--- src/sv/tbrl_pkg.sv ---
// ----------------------------------------------------------------------------
// tbrl_pkg
// Widths, register indices, reset values and helpers for the rate limiter.
// ----------------------------------------------------------------------------
`default_nettype none

package tbrl_pkg;

    localparam int NUM_BUCKETS = 8;
    localparam int IDX_W       = (NUM_BUCKETS > 1) ? $clog2(NUM_BUCKETS) : 1;

    localparam int NOW_W    = 48;
    localparam int CAT_W    = 3;
    localparam int TOK_W    = 18;
    localparam int EL_W     = 18;
    localparam int BYTE_W   = 8;
    localparam int LIM_W    = 16;
    localparam int PROD_W   = EL_W + BYTE_W;
    localparam int SUM_W    = PROD_W + 1;

    localparam int S_TDATA_W = 56;
    localparam int S_TUSER_W = CAT_W;
    localparam int M_TDATA_W = 24;

    localparam int CFG_ADDR_W = 3;
    localparam int CFG_DATA_W = LIM_W;

    localparam logic [TOK_W-1:0] MILLI = TOK_W'(1000);

    localparam logic [CFG_ADDR_W-1:0] REG_LIMITS_MESSAGE  = 3'd0;
    localparam logic [CFG_ADDR_W-1:0] REG_LIMITS_REACTION = 3'd1;
    localparam logic [CFG_ADDR_W-1:0] REG_LIMITS_TYPING   = 3'd2;
    localparam logic [CFG_ADDR_W-1:0] REG_LIMITS_PRESENCE = 3'd3;
    localparam logic [CFG_ADDR_W-1:0] REG_LIMITS_FALLBACK = 3'd4;
    localparam logic [CFG_ADDR_W-1:0] REG_WARN_PERIOD     = 3'd5;

    localparam logic [CAT_W-1:0] CAT_MESSAGE  = 3'd0;
    localparam logic [CAT_W-1:0] CAT_REACTION = 3'd1;
    localparam logic [CAT_W-1:0] CAT_TYPING   = 3'd2;
    localparam logic [CAT_W-1:0] CAT_PRESENCE = 3'd3;

    localparam logic [LIM_W-1:0]  RST_LIMITS_MESSAGE  = 16'h0A05;
    localparam logic [LIM_W-1:0]  RST_LIMITS_REACTION = 16'h1008;
    localparam logic [LIM_W-1:0]  RST_LIMITS_TYPING   = 16'h0804;
    localparam logic [LIM_W-1:0]  RST_LIMITS_PRESENCE = 16'h0301;
    localparam logic [LIM_W-1:0]  RST_LIMITS_FALLBACK = 16'h140A;
    localparam logic [BYTE_W-1:0] RST_WARN_PERIOD     = 8'd20;

    typedef struct packed {
        logic [LIM_W-1:0]  limits_message;
        logic [LIM_W-1:0]  limits_reaction;
        logic [LIM_W-1:0]  limits_typing;
        logic [LIM_W-1:0]  limits_presence;
        logic [LIM_W-1:0]  limits_fallback;
        logic [BYTE_W-1:0] warn_period;
    } t_cfg_regs;

    typedef struct packed {
        logic [NOW_W-1:0] stamp;
        logic [TOK_W-1:0] tokens;
    } t_bucket;

    function automatic logic [LIM_W-1:0] limits_of(input t_cfg_regs cfg,
                                                   input logic [CAT_W-1:0] cat);
        logic [LIM_W-1:0] lim;
        unique case (cat)
            CAT_MESSAGE:  lim = cfg.limits_message;
            CAT_REACTION: lim = cfg.limits_reaction;
            CAT_TYPING:   lim = cfg.limits_typing;
            CAT_PRESENCE: lim = cfg.limits_presence;
            default:      lim = cfg.limits_fallback;
        endcase
        return lim;
    endfunction

    // Categories past the last bucket share the last bucket.
    function automatic logic [IDX_W-1:0] bucket_index(input logic [CAT_W-1:0] cat);
        logic [IDX_W-1:0] idx;
        if (int'(cat) < NUM_BUCKETS) begin
            idx = IDX_W'(cat);
        end else begin
            idx = IDX_W'(NUM_BUCKETS - 1);
        end
        return idx;
    endfunction

endpackage

`default_nettype wire

--- src/sv/tbrl_cfg_regs.sv ---
// ----------------------------------------------------------------------------
// tbrl_cfg_regs
// Write-only register file for bucket limits and the warning period.
// ----------------------------------------------------------------------------
`default_nettype none

module tbrl_cfg_regs (
    input  logic                               i_clk,
    input  logic                               i_rst_n,
    input  logic                               i_cfg_we,
    input  logic [tbrl_pkg::CFG_ADDR_W-1:0]    i_cfg_addr,
    input  logic [tbrl_pkg::CFG_DATA_W-1:0]    i_cfg_wdata,
    output tbrl_pkg::t_cfg_regs                o_cfg
);
    import tbrl_pkg::*;

    t_cfg_regs r_cfg;

    always_ff @(posedge i_clk) begin
        if (!i_rst_n) begin
            r_cfg.limits_message  <= RST_LIMITS_MESSAGE;
            r_cfg.limits_reaction <= RST_LIMITS_REACTION;
            r_cfg.limits_typing   <= RST_LIMITS_TYPING;
            r_cfg.limits_presence <= RST_LIMITS_PRESENCE;
            r_cfg.limits_fallback <= RST_LIMITS_FALLBACK;
            r_cfg.warn_period     <= RST_WARN_PERIOD;
        end else if (i_cfg_we) begin
            unique case (i_cfg_addr)
                REG_LIMITS_MESSAGE:  r_cfg.limits_message  <= i_cfg_wdata;
                REG_LIMITS_REACTION: r_cfg.limits_reaction <= i_cfg_wdata;
                REG_LIMITS_TYPING:   r_cfg.limits_typing   <= i_cfg_wdata;
                REG_LIMITS_PRESENCE: r_cfg.limits_presence <= i_cfg_wdata;
                REG_LIMITS_FALLBACK: r_cfg.limits_fallback <= i_cfg_wdata;
                REG_WARN_PERIOD:     r_cfg.warn_period     <= i_cfg_wdata[BYTE_W-1:0];
                default: ; // drop writes past the register list
            endcase
        end
    end

    assign o_cfg = r_cfg;

endmodule

`default_nettype wire

--- src/sv/token_bucket_rate_limiter.sv ---
// ----------------------------------------------------------------------------
// token_bucket_rate_limiter
// Per-category token bucket limiter with a shared throttle-notice counter.
// ----------------------------------------------------------------------------
// Usage:
//  - Slave channel: one request per event; tdata carries the 48-bit ms
//    timestamp, tuser the 3-bit category. Master channel: one result per
//    request (allowed, notify, tokens left in thousandths).
//  - Bucket state (tokens and last refill time) lives in a synchronous
//    memory whose read is registered on acceptance. Each request walks
//    read -> elapsed/cap -> multiply -> add/clamp -> spend and write back.
//  - The result is registered when the spend stage (DONE) releases it,
//    after the READ, MUL and ADD states. The read-modify-write sequence
//    on the bucket memory holds the slave channel until write-back.
//  - Stalls: the result register holds while tready is low; a finished
//    request waits in the spend stage, and the next request is taken only
//    after its result has been stored.
//  - Reset (synchronous, active low): clears all bucket valid bits, the
//    denial phase and the output register, and restores the limit
//    registers. A bucket is filled to burst on first use, so no memory
//    clearing pass is needed.
//  - Configuration writes are taken at any cycle, but change limits only
//    safely while no request is in flight.
// ----------------------------------------------------------------------------
`default_nettype none

module token_bucket_rate_limiter (
    input  logic                              i_clk,
    input  logic                              i_rst_n,
    // Slave request channel
    input  logic                              i_s_tvalid,
    output logic                              o_s_tready,
    input  logic [tbrl_pkg::S_TDATA_W-1:0]    i_s_tdata,  // [47:0] now_ms, [55:48] zero
    input  logic [tbrl_pkg::S_TUSER_W-1:0]    i_s_tuser,  // [2:0] category
    // Master result channel
    output logic                              o_m_tvalid,
    input  logic                              i_m_tready,
    output logic [tbrl_pkg::M_TDATA_W-1:0]    o_m_tdata,  // [0] allowed, [1] notify,
                                                          // [19:2] tokens_left, [23:20] zero
    // Configuration write port
    input  logic                              i_cfg_we,
    input  logic [tbrl_pkg::CFG_ADDR_W-1:0]   i_cfg_addr,
    input  logic [tbrl_pkg::CFG_DATA_W-1:0]   i_cfg_wdata
);
    import tbrl_pkg::*;

    typedef enum logic [2:0] {
        ST_IDLE,
        ST_READ,
        ST_MUL,
        ST_ADD,
        ST_DONE
    } t_state;

    t_cfg_regs cfg;

    t_state              r_state;
    logic [NOW_W-1:0]    r_now;
    logic [IDX_W-1:0]    r_idx;
    logic [BYTE_W-1:0]   r_burst;
    logic [BYTE_W-1:0]   r_rate;
    logic                r_first;
    logic [TOK_W-1:0]    r_cap;
    logic [EL_W-1:0]     r_el;
    logic                r_refill;
    logic [PROD_W-1:0]   r_prod;
    logic [TOK_W-1:0]    r_tok;
    logic [NOW_W-1:0]    r_stamp;
    logic [BYTE_W-1:0]   r_phase;
    logic [NUM_BUCKETS-1:0] r_valid;
    logic                r_out_valid;
    logic                r_out_allowed;
    logic                r_out_notify;
    logic [TOK_W-1:0]    r_out_tokens;

    // Bucket store: one word per bucket, registered read.
    t_bucket r_mem [NUM_BUCKETS];
    t_bucket r_rd;

    logic              accept;
    logic              done_fire;
    logic [IDX_W-1:0]  n_idx;
    logic [LIM_W-1:0]  n_lim;
    logic [NOW_W-1:0]  n_diff;
    logic [EL_W-1:0]   n_el;
    logic [TOK_W-1:0]  n_cap;
    logic [SUM_W-1:0]  n_sum;
    logic [TOK_W-1:0]  n_tok;
    logic [NOW_W-1:0]  n_stamp;
    logic              n_allowed;
    logic [TOK_W-1:0]  n_tok_out;
    logic [BYTE_W:0]   n_phase_inc;
    logic [BYTE_W:0]   n_period;
    logic [BYTE_W-1:0] n_phase;

    tbrl_cfg_regs u_cfg_regs (
        .i_clk       (i_clk),
        .i_rst_n     (i_rst_n),
        .i_cfg_we    (i_cfg_we),
        .i_cfg_addr  (i_cfg_addr),
        .i_cfg_wdata (i_cfg_wdata),
        .o_cfg       (cfg)
    );

    assign o_s_tready = (r_state == ST_IDLE);
    assign accept     = i_s_tvalid && o_s_tready;
    // Leave the spend stage only when the result register is free.
    assign done_fire  = (r_state == ST_DONE) && (!r_out_valid || i_m_tready);

    assign n_idx = bucket_index(i_s_tuser);
    assign n_lim = limits_of(cfg, i_s_tuser);

    // Elapsed time, saturated to the refill window.
    assign n_diff = r_now - r_rd.stamp;
    assign n_el   = (|n_diff[NOW_W-1:EL_W]) ? {EL_W{1'b1}} : n_diff[EL_W-1:0];
    assign n_cap  = TOK_W'(r_burst) * MILLI;

    // Refill and clamp at burst once time has moved on; a fresh bucket starts full.
    always_comb begin
        n_sum = SUM_W'(r_rd.tokens) + SUM_W'(r_prod);
        if (r_first) begin
            n_tok   = r_cap;
            n_stamp = r_now;
        end else if (r_refill) begin
            n_tok   = (n_sum < SUM_W'(r_cap)) ? n_sum[TOK_W-1:0] : r_cap;
            n_stamp = r_now;
        end else begin
            n_tok   = r_rd.tokens;
            n_stamp = r_rd.stamp;
        end
    end

    // Spend a token or count a denial; a zero period wraps at 256.
    always_comb begin
        n_allowed   = (r_tok >= MILLI);
        n_tok_out   = n_allowed ? (r_tok - MILLI) : r_tok;
        n_phase_inc = {1'b0, r_phase} + (BYTE_W+1)'(1);
        n_period    = (cfg.warn_period == '0) ? (BYTE_W+1)'(1 << BYTE_W)
                                              : {1'b0, cfg.warn_period};
        n_phase     = (n_phase_inc >= n_period) ? '0 : n_phase_inc[BYTE_W-1:0];
    end

    always_ff @(posedge i_clk) begin
        if (done_fire) begin
            r_mem[r_idx] <= '{stamp: r_stamp, tokens: n_tok_out};
        end
        if (accept) begin
            r_rd <= r_mem[n_idx];
        end
    end

    always_ff @(posedge i_clk) begin
        if (!i_rst_n) begin
            r_state     <= ST_IDLE;
            r_valid     <= '0;
            r_phase     <= '0;
            r_out_valid <= 1'b0;
        end else begin
            // Load a finished request, else release a taken result.
            if (done_fire) begin
                r_out_valid <= 1'b1;
            end else if (o_m_tvalid && i_m_tready) begin
                r_out_valid <= 1'b0;
            end
            unique case (r_state)
                ST_IDLE: begin
                    if (accept) begin
                        r_now   <= i_s_tdata[NOW_W-1:0];
                        r_idx   <= n_idx;
                        r_burst <= n_lim[LIM_W-1:BYTE_W];
                        r_rate  <= n_lim[BYTE_W-1:0];
                        r_first <= !r_valid[n_idx];
                        r_state <= ST_READ;
                    end
                end
                ST_READ: begin
                    r_el     <= n_el;
                    r_refill <= (r_now > r_rd.stamp);
                    r_cap    <= n_cap;
                    r_state  <= ST_MUL;
                end
                ST_MUL: begin
                    r_prod  <= PROD_W'(r_el) * PROD_W'(r_rate);
                    r_state <= ST_ADD;
                end
                ST_ADD: begin
                    r_tok   <= n_tok;
                    r_stamp <= n_stamp;
                    r_state <= ST_DONE;
                end
                ST_DONE: begin
                    if (done_fire) begin
                        r_valid[r_idx] <= 1'b1;
                        if (!n_allowed) begin
                            r_phase <= n_phase;
                        end
                        r_out_allowed <= n_allowed;
                        r_out_notify  <= !n_allowed && (r_phase == '0);
                        r_out_tokens  <= n_tok_out;
                        r_state       <= ST_IDLE;
                    end
                end
                default: r_state <= ST_IDLE;
            endcase
        end
    end

    assign o_m_tvalid = r_out_valid;
    assign o_m_tdata  = {{(M_TDATA_W-TOK_W-2){1'b0}}, r_out_tokens, r_out_notify, r_out_allowed};

endmodule

`default_nettype wire

--- config.mk ---
export PLATFORM = sky130hd
export DESIGN_NAME = token_bucket_rate_limiter
export DESIGN_NICKNAME = d
export VERILOG_FILES = /design/src/sv/tbrl_pkg.sv /design/src/sv/tbrl_cfg_regs.sv /design/src/sv/token_bucket_rate_limiter.sv
export SDC_FILE = /design/constraint.sdc
export NUM_CORES = 2
export LEC_CHECK = 0
export ABC_AREA = 1
export BUFFER_PORTS_ARGS = -buffer_cell sky130_fd_sc_hd__buf_4
export CAP_MARGIN = 20
export CORE_ASPECT_RATIO = 1.4
export CORE_MARGIN = 2
export CORE_UTILIZATION = 65
export CTS_CLUSTER_DIAMETER = 30
export DETAILED_ROUTE_END_ITERATION = 7
export MAX_ROUTING_LAYER = met4
export PLACE_DENSITY = 0.89
export SLEW_MARGIN = 20
export SYNTH_ARGS = -nofsm -noshare
export SYNTH_HDL_FRONTEND = slang
export SYNTH_HIERARCHICAL = 1
export SYNTH_SLANG_ARGS = --single-unit
--- constraint.sdc ---
create_clock -name i_clk -period 16.9 [get_ports i_clk]
set_input_delay 2.535 -clock i_clk [delete_from_list [all_inputs] [get_ports i_clk]]
set_output_delay 2.535 -clock i_clk [all_outputs]
set_load 0.005 [all_outputs]
# == Word-level counts from Yosys, hierarchy flattened ==
# Memory sizes are Yosys's and may differ from the RTL's. A register that Yosys moved wholly into a read port is not among the register bits.
# Index checks and enable logic that the tools add are counted.
# totals
mem_bits_rw,528
word_cells,105
output_inout_bits,26
n_memories,1
input_bits,83
regBits,322
# mem_list
name,depth,width,rd,rd_clocked_by_memory_dff,write_ports,line,source
r_mem,8,66,1,1,1,token_bucket_rate_limiter.sv:77,t_bucket r_mem [NUM_BUCKETS];
# classes
n_eq_ne,14
reduce_logical,30
n_bitwise,2
n_mux,20
order_cmp,7
n_mul,2
n_addsub,4
# op_table
cell,count
$mux W48,2
$mux W18,4
$pmux W16 S4,1
$gt A48 B48 Y1,1
$sub A48 B48 Y48,1
$reduce_or A30 Y1,1
$add A18 B26 Y27,1
$lt A27 B18 Y1,1
$mul A18 B8 Y26,1
$reduce_and A2 Y1,11
$eq A3 B2 Y1 const B,6
$ge A18 B10 Y1 const B,1
$sub A18 B10 Y18 const B,1
$logic_not A8 Y1,2
$mul A8 B7 Y15 const B,1
$pmux W3 S5,1
$add A8 B1 Y9 const B,1
$eq A3 B1 Y1 const B,3
$eq A3 B3 Y1 const B,3
$ge A9 B9 Y1,1
$logic_not A3 Y1,3
$mux W9,1
$reduce_and A3 Y1,3
$lt A3 B4 Y1 const B,2
other kinds (14),26

# == Logic depth before layout (Yosys ltp) ==
# depth
word_depth,5
ltp_mapped,28
depth_no_buf,27

# == Hierarchy ==
# The synthesis kept the hierarchy.
# modules_own_cells
mod,cells_each,area_per_inst_um2,seq_area_each_um2,instances
token_bucket_rate_limiter,4276,43669.4,24663.7,1
tbrl_cfg_regs,496,3498.4,1761.7,1

# == Worst setup path after synthesis ==
# OpenSTA, ideal clock, no wires.
# synth_timing
kind,input port to flip-flop
start,input port i_rst_n
end,"register r_burst[0], enable pin"
arrival_time_ns,7.273
stages,2
n_path_buf,0
setup_ns,0.578
path_slack_ns,9.049
required_ns,16.322
cell_sequence,inv_1 nor3_1
# synth_via
elab_chain_len,1
# synth_lines
item,line,source
from (decl),token_bucket_rate_limiter.sv:29,"input logic i_rst_n,"
$reduce_and A3 Y1 (no line),n/a,
to (signal assigned),token_bucket_rate_limiter.sv:170,r_burst <= n_lim[LIM_W-1:BYTE_W];
to (decl),token_bucket_rate_limiter.sv:60,logic [BYTE_W-1:0] r_burst;
# Every way passes these cells.
# A chain may end at the register's enable or synchronous reset.

==> results.sh <==
export IMPL_synth_most_common_cell="nand2_1"
export IMPL_area_growth_synth_to_final_pct=11.22
export IMPL_grt_max_degree=93
export IMPL_clock_skew_ns=0.04560
export IMPL_critical_path_cell_chain="buf_4 -> buf_4 -> inv_2 -> nor3_2 -> buf_4 -> buf_4 -> a221oi_1 -> nand2_1"
export IMPL_setup_viol=0
export IMPL_ys_ff_latch=916
export IMPL_final_nets=5210
export IMPL_combPwrFrac_pct=23.6
export IMPL_synth_avg_cell_area_sq_um=9.884
export IMPL_crit_top_cell="buf_4"
export IMPL_cp_required_ns=17.46
export IMPL_yosys_area_top_type_share_pct=51.44
export IMPL_tns_ns=0
export IMPL_fin_cells=5872
export IMPL_synthFlopType="edfxtp_1"
export IMPL_period_share_pct=32.66
export IMPL_clockPowerShare_pct=36.4
export IMPL_synth_cells=4772
export IMPL_cts_resized=0
export IMPL_drt_wl_total_microns=133000
export IMPL_place_area_sq_um=48660
export IMPL_drv_cap=0
export IMPL_fmax_ghz=0.1812
export IMPL_cts_sinks=916
export IMPL_crit_type="input pin to flip-flop"
export IMPL_clock_latency_ns=0.71
export IMPL_status="finished clean"
export IMPL_whs_path_depth=2
export IMPL_crit_path_max_fanout=68
export IMPL_post_cts_buffers=0
export IMPL_antenna_found_initial=4
export IMPL_ys_warn_count=6
export IMPL_synthArstFlopShare_pct=0
export IMPL_grt_pass1_vias=36640
export IMPL_start_util_pct=65.79
export IMPL_rows=116
export IMPL_min_path_type="flip-flop to flip-flop"
export IMPL_tritoncts="built"
export IMPL_regToRegStartpoint="r_rate[6]"
export IMPL_worstMarginPinSlew_ns=1.170
export IMPL_drive_gt1_share_pct=9.281
export IMPL_htreeDepth=3
export IMPL_yosys_top_cells_count="nand2_1, edfxtp_1, inv_1"
export IMPL_clk_pin_slew_worst_paths_ns=0.07
export IMPL_rr_worst_depth=16
export IMPL_leakagePower_uw=0.02211
export IMPL_power_uw=6599
export IMPL_drv_slew=0
export IMPL_synth_edf_count=808
export IMPL_grt_first_pass_wirelength_microns=201300
export IMPL_remaining_drc_errors=0
export IMPL_arrival_ns=6.08
export IMPL_hold_buffers=0
export IMPL_drt_first_iter_violations=5009
export IMPL_cp_start_kind="input pin"
export IMPL_gp_congestion=1.008
export IMPL_min_to="u_cfg_regs/o_cfg[83]"
export IMPL_num_vias=36410
export IMPL_core_area_sq_um=71700
export IMPL_sw_frac_of_total_pct=31.75
export IMPL_first_pass_iters=6
export IMPL_power_share_sequential_pct=39.9
export IMPL_min_from="u_cfg_regs/o_cfg[83]"
export IMPL_powerDensity_nw_per_um2=125.8
export IMPL_n_fill_cell=4457
export IMPL_maxSlewHeadroom_pct=22.03
export IMPL_rsz0062_at_grt="false"
export IMPL_yosysUniqueCellTypes=58
export IMPL_critPathSlowestCell="buf_4"
export IMPL_rr_endpoint="r_prod[18]"
export IMPL_clk_path_buf_depth=3
export IMPL_hpwl_microns=81920
export IMPL_overflow=0
export IMPL_syn_area_sq_um=47170
export IMPL_fin_util_pct=73.16
export IMPL_internal_power_uw=4504
export IMPL_ioPinCount=109
export IMPL_ys_seq_area_share_pct=56.02
export IMPL_critical_path_endpoint_type="flip-flop"
export IMPL_root_buffer="clkbuf_16"
export IMPL_peakVddDrop_mv=0.1154
export IMPL_stdcell_area_sq_um=52460
export IMPL_dp_cells=5667
export IMPL_vias_per_cell=6.201
export IMPL_numCtsBuffers=107
export IMPL_hold_viol=0
export IMPL_r2r_slack_ns=11.46
export IMPL_fin_crit_ns=5.520
export IMPL_antenna_left=0
export IMPL_yosysTopAreaCell="edfxtp_1"
export IMPL_p_switching_uw=2096
export IMPL_die_w_microns=231.7
export IMPL_dieArea_sq_um=74770
export IMPL_wl_per_cell_microns=22.64
export IMPL_die_h_microns=322.7
export IMPL_track_usage_pct=36.81
export IMPL_port_buffers=96
export IMPL_slowest_delay_ns=0.84
export IMPL_synth_top_cells_by_area="edfxtp_1, nand2_1, inv_1, fa_1, ha_1"
-- cells in the final DEF (no fill, tap or decap), types with 6 or more instances in the layout --
cell	n
nand2_1	1149
edfxtp_1	808
inv_1	646
nor2_1	430
nand3_1	233
o21ai_0	220
ha_1	175
a21oi_1	128
buf_4	128
fa_1	120
nand4_1	108
clkbuf_16	108
dfxtp_1	108
o22ai_1	68
a22oi_1	63
xor2_1	49
xnor2_1	32
inv_2	31
nor2_2	26
nor2_4	23
nor3_1	17
a22o_1	17
nand2_2	17
clkinv_1	15
inv_8	13
inv_6	13
clkinv_4	13
clkinv_2	12
nand4_2	12
a221oi_1	10
bufinv_16	10
o21bai_1	9
o21ai_1	9
a221o_1	9
nor3_2	8
a21o_1	8
nand3b_1	8
clkinv_8	7
a21oi_2	6
clkinvlp_4	6
-- how the worst max path moves through the flow --
| stage | startpoint | slack [ns] | cells past startpoint | endpoint |
|---|---|---|---|---|
| final | i_s_tuser[1] | 11.38 | 8 | r_rd[30] |
| after global placement | i_s_tuser[1] | 11.12 | 8 | r_rd[32] |
| after detailed placement | i_s_tuser[1] | 10.96 | 8 | r_rd[59] |
| after floorplan | i_rst_n | 9.05 | 2 | r_burst[0] |
| after CTS | r_rate[7] | 11.53 | 16 | r_prod[18] |
| after global routing | r_rate[5] | 11.09 | 16 | r_prod[18] |
-- metal layers --
layer	share of wire (%)	vias up	GRT usage, %
met2	49	2749	60.91
met3	11	697	5.366
met4	7.5	0	24.81
met5	0	-	-
li1	-	16030	-
met1	33	16930	41.55
-- final cells by class --
class	instances	area [sq um]	share of cell area, %
sequential	916	26430	50.37
timing repair buffer	128	960.9	1.832
clock inverter	88	1055	2.011
clock buffer	113	2731	5.207
tap	944	1181	2.252
antenna	4	10.01	0.01908
inverter	684	2572	4.904
multi-input combinational	2995	17520	33.40
-- power by group through the flow --
stage / Sequential, uW / Combinational, uW / Clock [uW]
floorplan: 2650 / 1130 / 0
global placement: 2680 / 1450 / 0
detailed placement: 2680 / 1500 / 0
CTS: 2630 / 1540 / 2400
global route: 2640 / 1730 / 2490
finish: 2640 / 1560 / 2400
-- kinds of logic (layout without fill, tap and decap cells) --
family	Yosys count	in the layout	synth area share, %
AOI/OAI and AO/OA	564	564	7.085
xor gates and xnor gates	81	81	1.504
adders and majority gates	295	295	9.735
buffers and inverters	864	1013	7.096
DFF	916	916	56.02
other	1	8	0.007950
and+or+nand+nor	2051	2051	18.55
-- worst max-delay path, delay by kind of cell --
family | cells | cell delay [ns]
and+or+nand+nor | 2 | 0.47
buffers and inverters | 5 | 2.69
AOI/OAI and AO/OA | 1 | 0.22
-- per-stage QoR --
stage	setup slack, ns	hold slack, ns
floorplan	9.049	0.4297
global placement	11.12	0.4440
detailed placement	10.96	0.4538
CTS	11.53	0.4737
global route	11.09	0.4912
finish	11.38	0.4819
-- registers in the layout, summed over array words and instances, names as in the netlist, 8 cells and up --
register,flops
r_mem,528
u_cfg_regs/o_cfg,88
r_rd,66
r_now,48
r_stamp,48
r_prod,26
r_el,18
r_out_tokens,18
r_tok,18
r_cap,15
r_burst,8
r_phase,8
r_rate,8
r_valid,8
Note: power is estimated with default switching activity, not from simulation.
